File: config.mk
export PLATFORM = sky130hd
export DESIGN_NAME = contour_tracer
export DESIGN_NICKNAME = d
export VERILOG_FILES = /design/src/sv/ct_pkg.sv /design/src/sv/ct_in_reg.sv /design/src/sv/ct_core.sv /design/src/sv/contour_tracer.sv
export VERILOG_INCLUDE_DIRS = /design/src /design/src/sv
export SDC_FILE = /design/constraint.sdc
export NUM_CORES = 1
export LEC_CHECK = 0
export ABC_AREA = 1
export BUFFER_PORTS_ARGS = -buffer_cell sky130_fd_sc_hd__buf_2
export CAP_MARGIN = 20
export CORE_MARGIN = 2
export CORE_UTILIZATION = 25
export DETAILED_ROUTE_END_ITERATION = 8
export GPL_TIMING_DRIVEN = 0
export SKIP_CTS_REPAIR_TIMING = 1
export SYNTH_ARGS = -nofsm -noshare
export SYNTH_HDL_FRONTEND = slang
export SYNTH_HIERARCHICAL = 1
export SYNTH_SLANG_ARGS = --single-unit
File: constraint.sdc
create_clock -name clk -period 6.89 [get_ports clk]
set_input_delay 0.3445 -clock clk [delete_from_list [all_inputs] [get_ports clk]]
set_output_delay 0.3445 -clock clk [all_outputs]
set_load 0.01 [all_outputs]
File: src/sv/contour_tracer_defines.svh
// Assertion macros for the contour tracer.
// Included by files that carry concurrent checks; expects clk and rst in scope.
`ifndef CONTOUR_TRACER_DEFINES_SVH
`define CONTOUR_TRACER_DEFINES_SVH
`ifndef NO_ASSERTIONS
`define CT_ASSERT_ALWAYS(lbl, expr, msg) \
  lbl: assert property (@(posedge clk) disable iff (rst) (expr)) else $error(msg);
`define CT_ASSERT_IMPLY(lbl, ante, cons, msg) \
  lbl: assert property (@(posedge clk) disable iff (rst) (ante) |-> (cons)) else $error(msg);
`else
`define CT_ASSERT_ALWAYS(lbl, expr, msg)
`define CT_ASSERT_IMPLY(lbl, ante, cons, msg)
`endif
`endif

File: src/sv/ct_pkg.sv
// Shared constants and direction helpers for the contour tracer.
// No dependencies; used by ct_core and contour_tracer.
`timescale 1ns / 1ps

package ct_pkg;

  localparam int COORD_BITS_DEF = 16;

  localparam logic CMD_START = 1'b0;
  localparam logic CMD_REPLY = 1'b1;

  localparam logic [1:0] CLS_OBJ = 2'd0;
  localparam logic [1:0] CLS_BG  = 2'd1;

  localparam logic [2:0] ST_RUNNING  = 3'd0;
  localparam logic [2:0] ST_CLOSED   = 3'd1;
  localparam logic [2:0] ST_OPEN     = 3'd2;
  localparam logic [2:0] ST_NOT_OBJ  = 3'd3;
  localparam logic [2:0] ST_ENCLOSED = 3'd4;

  localparam logic [2:0] DIR_START = 3'd4;
  localparam logic [2:0] DIR_QUART = 3'd2;

  localparam logic [2:0] TURN_A_FWD = 3'd2;
  localparam logic [2:0] TURN_B_FWD = 3'd1;
  localparam logic [2:0] TURN_C_FWD = 3'd6;
  localparam logic [2:0] TURN_A_REV = 3'd6;
  localparam logic [2:0] TURN_B_REV = 3'd7;
  localparam logic [2:0] TURN_C_REV = 3'd2;

  function automatic logic signed [1:0] dir_dx(input logic [2:0] d);
    logic signed [1:0] r;
    unique case (d)
      3'd0, 3'd1, 3'd7: r = 2'sd1;
      3'd3, 3'd4, 3'd5: r = -2'sd1;
      default:          r = 2'sd0;
    endcase
    return r;
  endfunction

  function automatic logic signed [1:0] dir_dy(input logic [2:0] d);
    logic signed [1:0] r;
    unique case (d)
      3'd5, 3'd6, 3'd7: r = 2'sd1;
      3'd1, 3'd2, 3'd3: r = -2'sd1;
      default:          r = 2'sd0;
    endcase
    return r;
  endfunction

endpackage

File: src/sv/ct_in_reg.sv
// Input register stage of the contour tracer.
// Standalone; feeds ct_core.
`timescale 1ns / 1ps

module ct_in_reg #(
  parameter int COORD_BITS = 16
) (
  input  logic                         clk,
  input  logic                         rst,
  input  logic                         in_tvalid,
  output logic                         in_tready,
  input  logic                         in_cmd,
  input  logic signed [COORD_BITS-1:0] in_start_x,
  input  logic signed [COORD_BITS-1:0] in_start_y,
  input  logic                         in_reverse_sense,
  input  logic [1:0]                   in_pixel_class,
  output logic                         item_valid,
  input  logic                         item_ready,
  output logic                         cmd,
  output logic signed [COORD_BITS-1:0] start_x,
  output logic signed [COORD_BITS-1:0] start_y,
  output logic                         reverse_sense,
  output logic [1:0]                   pixel_class
);

  assign in_tready = !item_valid || item_ready;

  always_ff @(posedge clk) begin
    if (rst) begin
      item_valid <= 1'b0;
    end else if (in_tready) begin
      item_valid <= in_tvalid;
    end
    if (in_tvalid && in_tready) begin
      cmd           <= in_cmd;
      start_x       <= in_start_x;
      start_y       <= in_start_y;
      reverse_sense <= in_reverse_sense;
      pixel_class   <= in_pixel_class;
    end
  end

endmodule

File: src/sv/ct_core.sv
// Trace state, single-pass step logic and result register of the contour tracer.
// Depends on ct_pkg.
`timescale 1ns / 1ps

module ct_core
  import ct_pkg::*;
#(
  parameter int COORD_BITS = COORD_BITS_DEF
) (
  input  logic                         clk,
  input  logic                         rst,
  input  logic                         item_valid,
  output logic                         item_ready,
  input  logic                         cmd,
  input  logic signed [COORD_BITS-1:0] start_x,
  input  logic signed [COORD_BITS-1:0] start_y,
  input  logic                         reverse_sense,
  input  logic [1:0]                   pixel_class,
  output logic                         res_valid,
  input  logic                         res_ready,
  output logic                         probe_valid,
  output logic signed [COORD_BITS-1:0] probe_x,
  output logic signed [COORD_BITS-1:0] probe_y,
  output logic                         code_valid,
  output logic [2:0]                   chain_code,
  output logic                         done_res,
  output logic [2:0]                   status
);

  typedef enum logic [2:0] {
    PH_IDLE,
    PH_START,
    PH_SEARCH,
    PH_AHEAD,
    PH_DIAG_OBJ,
    PH_DIAG_UNK
  } phase_t;

  typedef logic [COORD_BITS-1:0] coord_t;

  phase_t     phase, phase_next;
  coord_t     cur_x, cur_y, origin_x, origin_y;
  coord_t     cur_x_next, cur_y_next, origin_x_next, origin_y_next;
  logic [2:0] cur_dir, origin_dir, search_count;
  logic [2:0] cur_dir_next, origin_dir_next, search_count_next;
  logic       sense, sense_next;

  logic       pv, pstep, cv, dn, cont, closed, is_obj, is_bg, take;
  logic [2:0] pdir, cc, st, turn_a, turn_b, turn_c, k_b, k_a;
  coord_t     px, py;

  function automatic coord_t move(input coord_t v, input logic signed [1:0] d);
    return v + {{(COORD_BITS-2){d[1]}}, d};
  endfunction

  assign take       = item_valid && item_ready;
  assign item_ready = !res_valid || res_ready;
  assign is_obj     = pixel_class == CLS_OBJ;
  assign is_bg      = pixel_class == CLS_BG;
  assign turn_a     = sense ? TURN_A_REV : TURN_A_FWD;
  assign turn_b     = sense ? TURN_B_REV : TURN_B_FWD;
  assign turn_c     = sense ? TURN_C_REV : TURN_C_FWD;
  assign k_a        = cur_dir + turn_a;
  assign k_b        = cur_dir + turn_b;

  always_comb begin
    phase_next        = phase;
    cur_x_next        = cur_x;
    cur_y_next        = cur_y;
    origin_x_next     = origin_x;
    origin_y_next     = origin_y;
    cur_dir_next      = cur_dir;
    origin_dir_next   = origin_dir;
    search_count_next = search_count;
    sense_next        = sense;
    pv                = 1'b0;
    pstep             = 1'b0;
    pdir              = '0;
    cv                = 1'b0;
    cc                = '0;
    dn                = 1'b0;
    st                = ST_RUNNING;
    cont              = 1'b0;
    if (cmd == CMD_START) begin
      origin_x_next = coord_t'(start_x);
      origin_y_next = coord_t'(start_y);
      cur_x_next    = coord_t'(start_x);
      cur_y_next    = coord_t'(start_y);
      sense_next    = reverse_sense;
      phase_next    = PH_START;
      pv            = 1'b1;
    end else begin
      unique case (phase)
        PH_START: begin
          if (!is_obj) begin
            phase_next = PH_IDLE;
            dn         = 1'b1;
            st         = ST_NOT_OBJ;
          end else begin
            search_count_next = '0;
            origin_dir_next   = DIR_START;
            phase_next        = PH_SEARCH;
            pv                = 1'b1;
            pstep             = 1'b1;
            pdir              = DIR_START;
          end
        end
        PH_SEARCH: begin
          if (is_bg) begin
            cur_dir_next = origin_dir;
            cur_x_next   = origin_x;
            cur_y_next   = origin_y;
            phase_next   = PH_AHEAD;
            pv           = 1'b1;
            pstep        = 1'b1;
            pdir         = origin_dir + turn_a;
          end else begin
            origin_dir_next   = origin_dir + DIR_QUART;
            search_count_next = search_count + 3'd1;
            if (search_count_next[2]) begin
              phase_next = PH_IDLE;
              dn         = 1'b1;
              st         = ST_ENCLOSED;
            end else begin
              pv    = 1'b1;
              pstep = 1'b1;
              pdir  = origin_dir_next;
            end
          end
        end
        PH_AHEAD: begin
          if (is_bg) begin
            cur_dir_next = k_a;
            cont         = 1'b1;
          end else begin
            phase_next = is_obj ? PH_DIAG_OBJ : PH_DIAG_UNK;
            pv         = 1'b1;
            pstep      = 1'b1;
            pdir       = k_b;
          end
        end
        PH_DIAG_OBJ, PH_DIAG_UNK: begin
          if (is_obj) begin
            cur_x_next   = move(cur_x, dir_dx(k_b));
            cur_y_next   = move(cur_y, dir_dy(k_b));
            cur_dir_next = cur_dir + turn_c;
            cv           = 1'b1;
            cc           = k_b;
            cont         = 1'b1;
          end else if (is_bg && phase == PH_DIAG_OBJ) begin
            cur_x_next = move(cur_x, dir_dx(k_a));
            cur_y_next = move(cur_y, dir_dy(k_a));
            cv         = 1'b1;
            cc         = k_a;
            cont       = 1'b1;
          end else begin
            phase_next = PH_IDLE;
            dn         = 1'b1;
            st         = ST_OPEN;
          end
        end
        default: begin
          phase_next = PH_IDLE;
        end
      endcase
    end

    closed = cur_x_next == origin_x_next && cur_y_next == origin_y_next &&
             cur_dir_next == origin_dir_next;
    if (cont) begin
      if (closed) begin
        phase_next = PH_IDLE;
        dn         = 1'b1;
        st         = ST_CLOSED;
      end else begin
        phase_next = PH_AHEAD;
        pv         = 1'b1;
        pstep      = 1'b1;
        pdir       = cur_dir_next + turn_a;
      end
    end

    px = pstep ? move(cur_x_next, dir_dx(pdir)) : cur_x_next;
    py = pstep ? move(cur_y_next, dir_dy(pdir)) : cur_y_next;
  end

  always_ff @(posedge clk) begin
    if (rst) begin
      phase        <= PH_IDLE;
      cur_x        <= '0;
      cur_y        <= '0;
      origin_x     <= '0;
      origin_y     <= '0;
      cur_dir      <= '0;
      origin_dir   <= DIR_START;
      sense        <= 1'b0;
      search_count <= '0;
      res_valid    <= 1'b0;
    end else if (take) begin
      phase        <= phase_next;
      cur_x        <= cur_x_next;
      cur_y        <= cur_y_next;
      origin_x     <= origin_x_next;
      origin_y     <= origin_y_next;
      cur_dir      <= cur_dir_next;
      origin_dir   <= origin_dir_next;
      sense        <= sense_next;
      search_count <= search_count_next;
      res_valid    <= 1'b1;
    end else if (res_ready) begin
      res_valid <= 1'b0;
    end
    if (take) begin
      probe_valid <= pv;
      probe_x     <= pv ? px : '0;
      probe_y     <= pv ? py : '0;
      code_valid  <= cv;
      chain_code  <= cc;
      done_res    <= dn;
      status      <= st;
    end
  end

endmodule

File: src/sv/contour_tracer.sv
// Top level of the contour tracer: input register, trace core, stream packing.
// Depends on ct_pkg, ct_in_reg, ct_core and contour_tracer_defines.svh.
//
// channel  dir  tdata (low bit up)                          tuser                  tlast
// s_*      in   start_x, start_y, reverse_sense, pixel_class cmd                    -
// m_*      out  probe_x, probe_y, chain_code, status         probe_valid,code_valid done_res
//
// One result transfer per input transfer; each passes the input register, then the result register.
// A new item is taken every cycle while the result side keeps up; the trace state loop
// closes through one pass of step logic.
// Reset (rst, synchronous) returns the trace to idle with origin direction four.
// A stall on m_tready holds the result and backs up into s_tready.
`timescale 1ns / 1ps
`include "contour_tracer_defines.svh"

module contour_tracer
  import ct_pkg::*;
#(
  parameter int  COORD_BITS = COORD_BITS_DEF,
  localparam int IN_USED    = 2 * COORD_BITS + 3,
  localparam int IN_W       = ((IN_USED + 7) / 8) * 8,
  localparam int OUT_USED   = 2 * COORD_BITS + 6,
  localparam int OUT_W      = ((OUT_USED + 7) / 8) * 8
) (
  input  logic                 clk,
  input  logic                 rst,
  input  logic                 s_tvalid,
  output logic                 s_tready,
  // start_x, start_y, reverse_sense, pixel_class, zero fill
  input  logic [IN_W-1:0]      s_tdata,
  // cmd
  input  logic                 s_tuser,
  output logic                 m_tvalid,
  input  logic                 m_tready,
  // probe_x, probe_y, chain_code, status, zero fill
  output logic [OUT_W-1:0]     m_tdata,
  // probe_valid, code_valid
  output logic [1:0]           m_tuser,
  output logic                 m_tlast
);

  localparam int RS_BIT   = 2 * COORD_BITS;
  localparam int CC_LSB   = 2 * COORD_BITS;
  localparam int ST_LSB   = 2 * COORD_BITS + 3;

  logic                         item_valid, item_ready;
  logic                         cmd, reverse_sense;
  logic signed [COORD_BITS-1:0] start_x, start_y;
  logic [1:0]                   pixel_class;
  logic                         probe_valid, code_valid, done_res;
  logic signed [COORD_BITS-1:0] probe_x, probe_y;
  logic [2:0]                   chain_code, status;

  ct_in_reg #(
    .COORD_BITS(COORD_BITS)
  ) u_in_reg (
    .clk             (clk),
    .rst             (rst),
    .in_tvalid       (s_tvalid),
    .in_tready       (s_tready),
    .in_cmd          (s_tuser),
    .in_start_x      (s_tdata[COORD_BITS-1:0]),
    .in_start_y      (s_tdata[2*COORD_BITS-1:COORD_BITS]),
    .in_reverse_sense(s_tdata[RS_BIT]),
    .in_pixel_class  (s_tdata[RS_BIT+2:RS_BIT+1]),
    .item_valid      (item_valid),
    .item_ready      (item_ready),
    .cmd             (cmd),
    .start_x         (start_x),
    .start_y         (start_y),
    .reverse_sense   (reverse_sense),
    .pixel_class     (pixel_class)
  );

  ct_core #(
    .COORD_BITS(COORD_BITS)
  ) u_core (
    .clk          (clk),
    .rst          (rst),
    .item_valid   (item_valid),
    .item_ready   (item_ready),
    .cmd          (cmd),
    .start_x      (start_x),
    .start_y      (start_y),
    .reverse_sense(reverse_sense),
    .pixel_class  (pixel_class),
    .res_valid    (m_tvalid),
    .res_ready    (m_tready),
    .probe_valid  (probe_valid),
    .probe_x      (probe_x),
    .probe_y      (probe_y),
    .code_valid   (code_valid),
    .chain_code   (chain_code),
    .done_res     (done_res),
    .status       (status)
  );

  assign m_tdata = OUT_W'({status, chain_code, probe_y, probe_x});
  assign m_tuser = {code_valid, probe_valid};
  assign m_tlast = done_res;

  `CT_ASSERT_IMPLY(a_status_only_at_end, m_tvalid && !m_tlast, m_tdata[ST_LSB +: 3] == ST_RUNNING, "status set on a running step")
  `CT_ASSERT_IMPLY(a_no_probe_at_end, m_tvalid && m_tlast, !m_tuser[0], "probe requested with the final transfer")
  `CT_ASSERT_IMPLY(a_code_zero_when_unused, m_tvalid && !m_tuser[1], m_tdata[CC_LSB +: 3] == 3'd0, "chain code set without code_valid")
  `CT_ASSERT_IMPLY(a_backpressure, m_tvalid && !m_tready && item_valid, !s_tready, "input taken while both stages are full")

endmodule
==> results.txt <==
----------------------------------------------------
[Floorplanning]
  Standard-cell rows ... 85
  Total Die Area ... 55,800 µm²
  Initial core utilization ... 25.1%
  Horizontal die dimension ... 236 µm
  Area of the core ... 53,600 µm²
  Boundary Pins ... 90
  Height of the chip ... 236 µm

[Run]
  Max-cap viol count ... 0

[Drt]
  Post-Route WL ... 52,800 µm
  Post-route DRC violation count ... 0
  Routed Antenna Nets ... 0
  Total number of vias ... 14,773
  Via-per-instance ratio ... 5.05
  Average routed wire per standard cell ... 18.1 µm
  Number of DRC violations after detailed-routing iteration 0 ... 1,528
  Detailed-router iteration count before antenna repair ... 5

[Power]
  Worst IR Drop VDD ... 0.194 mV
  Leakage power figure ... 7.65 nW
  Power density over cell area ... 200 nW/µm²

[Timing]
  Slew @ Worst Pin ... 0.982 ns
  Max Slew Vio Count ... 0
  Final cycle utilization of the critical path ... 95.8%
  Number of failing hold endpoints at the final stage ... 0
  Final setup fails ... 0
  Worst Clk Skew ... 0.0129 ns
  Post-layout minimum cycle time ... 6.60 ns
  Tightest slew margin relative to the limit ... 34.3%
  Tightest hold margin ... 0.0679 ns
  Achievable frequency ... 0.151 GHz

[Clock network]
  Clock input transition at the sequential cells of the worst setup and hold paths ... 0.07 ns
  H-Tree Depth ... 4
  Num CTS Buffers ... 17
  CTS Buffer Depth ... 2
  Clock sink total ... 156
  Cell chosen for the clock root ... clkbuf_16
  Insertion delay of the later-clocked pin in the worst-skew pair ... 0.45 ns
  Clock tree from TritonCTS ... done

[Cells and area]
  Footprint of the multi-input gates ... 9010 µm²
  Register Area ... 3900 µm²
  Area added between synthesis and finish ... 22.9%
  Nets ... 2,364
  Fraction of final layout cells sized beyond drive strength 1 ... 15.4%
  Post-route cell area ... 16,600 µm²
  Fillcell total ... 5,882
  Antenna Diode Count ... 0

[Yosys]
  Gate Count Post-Synth ... 2,067
  Main synth FF type ... dfxtp_1
  Share of synthesized flip-flops with an asynchronous set or reset ... 0%
  Count of different cell masters after synthesis ... 47
  Most frequently used cell type in the post-synthesis netlist ... nand2_1
  Cell Area, Synth ... 13,500 µm²
  Syn avg cell area ... 6.52 µm²
  Count of state elements after synthesis ... 156
  Number of flops mapped to enable cells by yosys ... 77
  Cell type contributing the most total cell area after synthesis ... edfxtp_1
  Most frequent cells after synthesis ... nand2_1 (571), inv_1 (271), nor2_1 (184)
  Area share of the largest cell type after synthesis ... 17.2%
  Sequential-to-total area share from yosys stat ... 28.9%
  Number of warning messages in the yosys log ... 6
  Top cells by area, synth ... edfxtp_1 (17%), nand2_1 (16%), dfxtp_1 (12%)

[Global routing]
  Vias in the first global route ... 13,506
  First-pass GRT wire length ... 77,400 µm
  Initial antenna violation count ... 1
  Total congestion overflow ... 0
  Pin count of the biggest net entering global routing ... 37
  All-Layer GR Usage ... 18.1%

[Setup path]
  Delay contributed by the slowest stage of the critical path ... 0.38 ns
  Setup Crit Path Kind ... flop to flop
  Cell with the biggest individual delay on the critical path ... dfxtp_4
  Highest fanout seen on the critical path ... 8
  CP Data Arrival Time ... 6.76 ns
  Worst Setup Start Kind ... flop
  Type of destination of the critical path ... flop
  Launching instance or port of the critical path ... u_core/cur_dir[1]$_SDFFE_PP0P_
  Worst Path Required ... 7.05 ns
  Worst reg2reg startpoint ... u_core/cur_dir[1]$_SDFFE_PP0P_
  Most frequent cell on the critical path ... nand2_1

[Min path]
  Hold/Removal Path Class ... input port to flop
  Start point of the worst min-delay path ... s_tdata[32]

[Placed design]
  IO buf count ... 82
  Cell area after placement ... 14,800 µm²
  GPL Wtd Cong ... 0.954
  DP Wirelength ... 40,500 µm

[Status]
  Outcome ... complete, no violations

----------------------------------------------------
sequential cells by signal, indices dropped and copies added (netlist names), 16 cells and up:
| name | cells |
|---|---|
| u_core/cur_x | 16 |
| u_core/cur_y | 16 |
| u_core/origin_x | 16 |
| u_core/origin_y | 16 |
| u_core/probe_x | 16 |
| u_core/probe_y | 16 |
| u_in_reg/start_x | 16 |
| u_in_reg/start_y | 16 |
worst max-delay path, delay by kind of cell (launching register included):
family          cells  cell delay (ns)
fa+ha+maj           4             1.21
flops               1             0.38
simple gates       28             2.93
xor+xnor            1             0.09
compound gates      8             1.06
buf+inv             6             0.62
metrics by stage:
stage	cells	power (mW)	util (%)	setup WS, ns	setup TNS (ns)
final	2923	3.31	30.9	0.288	0
after global routing	2923	3.50	30.9	-0.102	-0.318
after CTS	2880	3.13	28.8	-1.59	-12.66
after detailed placement	2848	2.14	27.6	-1.54	-12.16
after global placement	2846	2.13	27.5	-1.55	-11.78
after floorplan	2068	1.84	-	0.294	0
cell type report:
class                   instances  area share [%]
repair buffers                125            4.77
flip-flops and latches        156            23.6
multi-input cells            1565            54.4
plain buffers                  66            1.72
well taps                     696            5.26
clock buffers                  19            2.67
clock inverters                13           0.997
repair inverters                1          0.0453
inverters                     282            6.55
logic make-up after synthesis:
logic type	share of synthesized area, %
buf+inv	9.97
other cells	0.0278
fa+ha+maj	10.1
xor+xnor	2.53
compound gates	16.1
simple gates	32.4
flops	28.9
layer usage:
layer / global-route usage [%] / routed length (µm) / vias up
met4: 10.4 / 3000 / 0
met3: 2.59 / 3550 / 160
met5: 0 / 0 / -
met1: 22.9 / 22100 / 6827
li1: - / - / 7156
met2: 29.6 / 24200 / 630
report_power, final:
part           internal (mW)  total [mW]  switching (mW)
clock network          0.581       0.991           0.410
registers               1.03        1.10          0.0651
logic                  0.448        1.22           0.770
placed cells by master, fill, tap and decap left out, types with 17 or more instances in the layout:
master | Yosys | routed
nand4_1 | 34 | 34
ha_1 | 98 | 72
nor2_1 | 184 | 174
clkbuf_16 | 0 | 17
o21ai_0 | 140 | 129
dfxtp_1 | 79 | 75
buf_4 | 5 | 42
a21oi_1 | 160 | 143
nand2_1 | 571 | 531
nand2_2 | 2 | 32
clkbuf_1 | 44 | 42
nand3_1 | 181 | 166
ha_4 | 0 | 22
xor2_1 | 25 | 25
buf_2 | 8 | 91
edfxtp_1 | 77 | 77
inv_1 | 271 | 263
final timing paths:
kind                                 endpoint  cells after the start  slack, ns
min reg2reg  u_core/origin_x[14]$_SDFFE_PP0P_                      2       0.47
max reg2reg  u_core/probe_x[14]$_SDFFCE_PN0P_                     47       0.29
min          u_in_reg/reverse_sense$_DFFE_PP_                      1       0.07
max          u_core/probe_x[14]$_SDFFCE_PN0P_                     47       0.29
No activity file was read; power rests on OpenSTA's default activity.
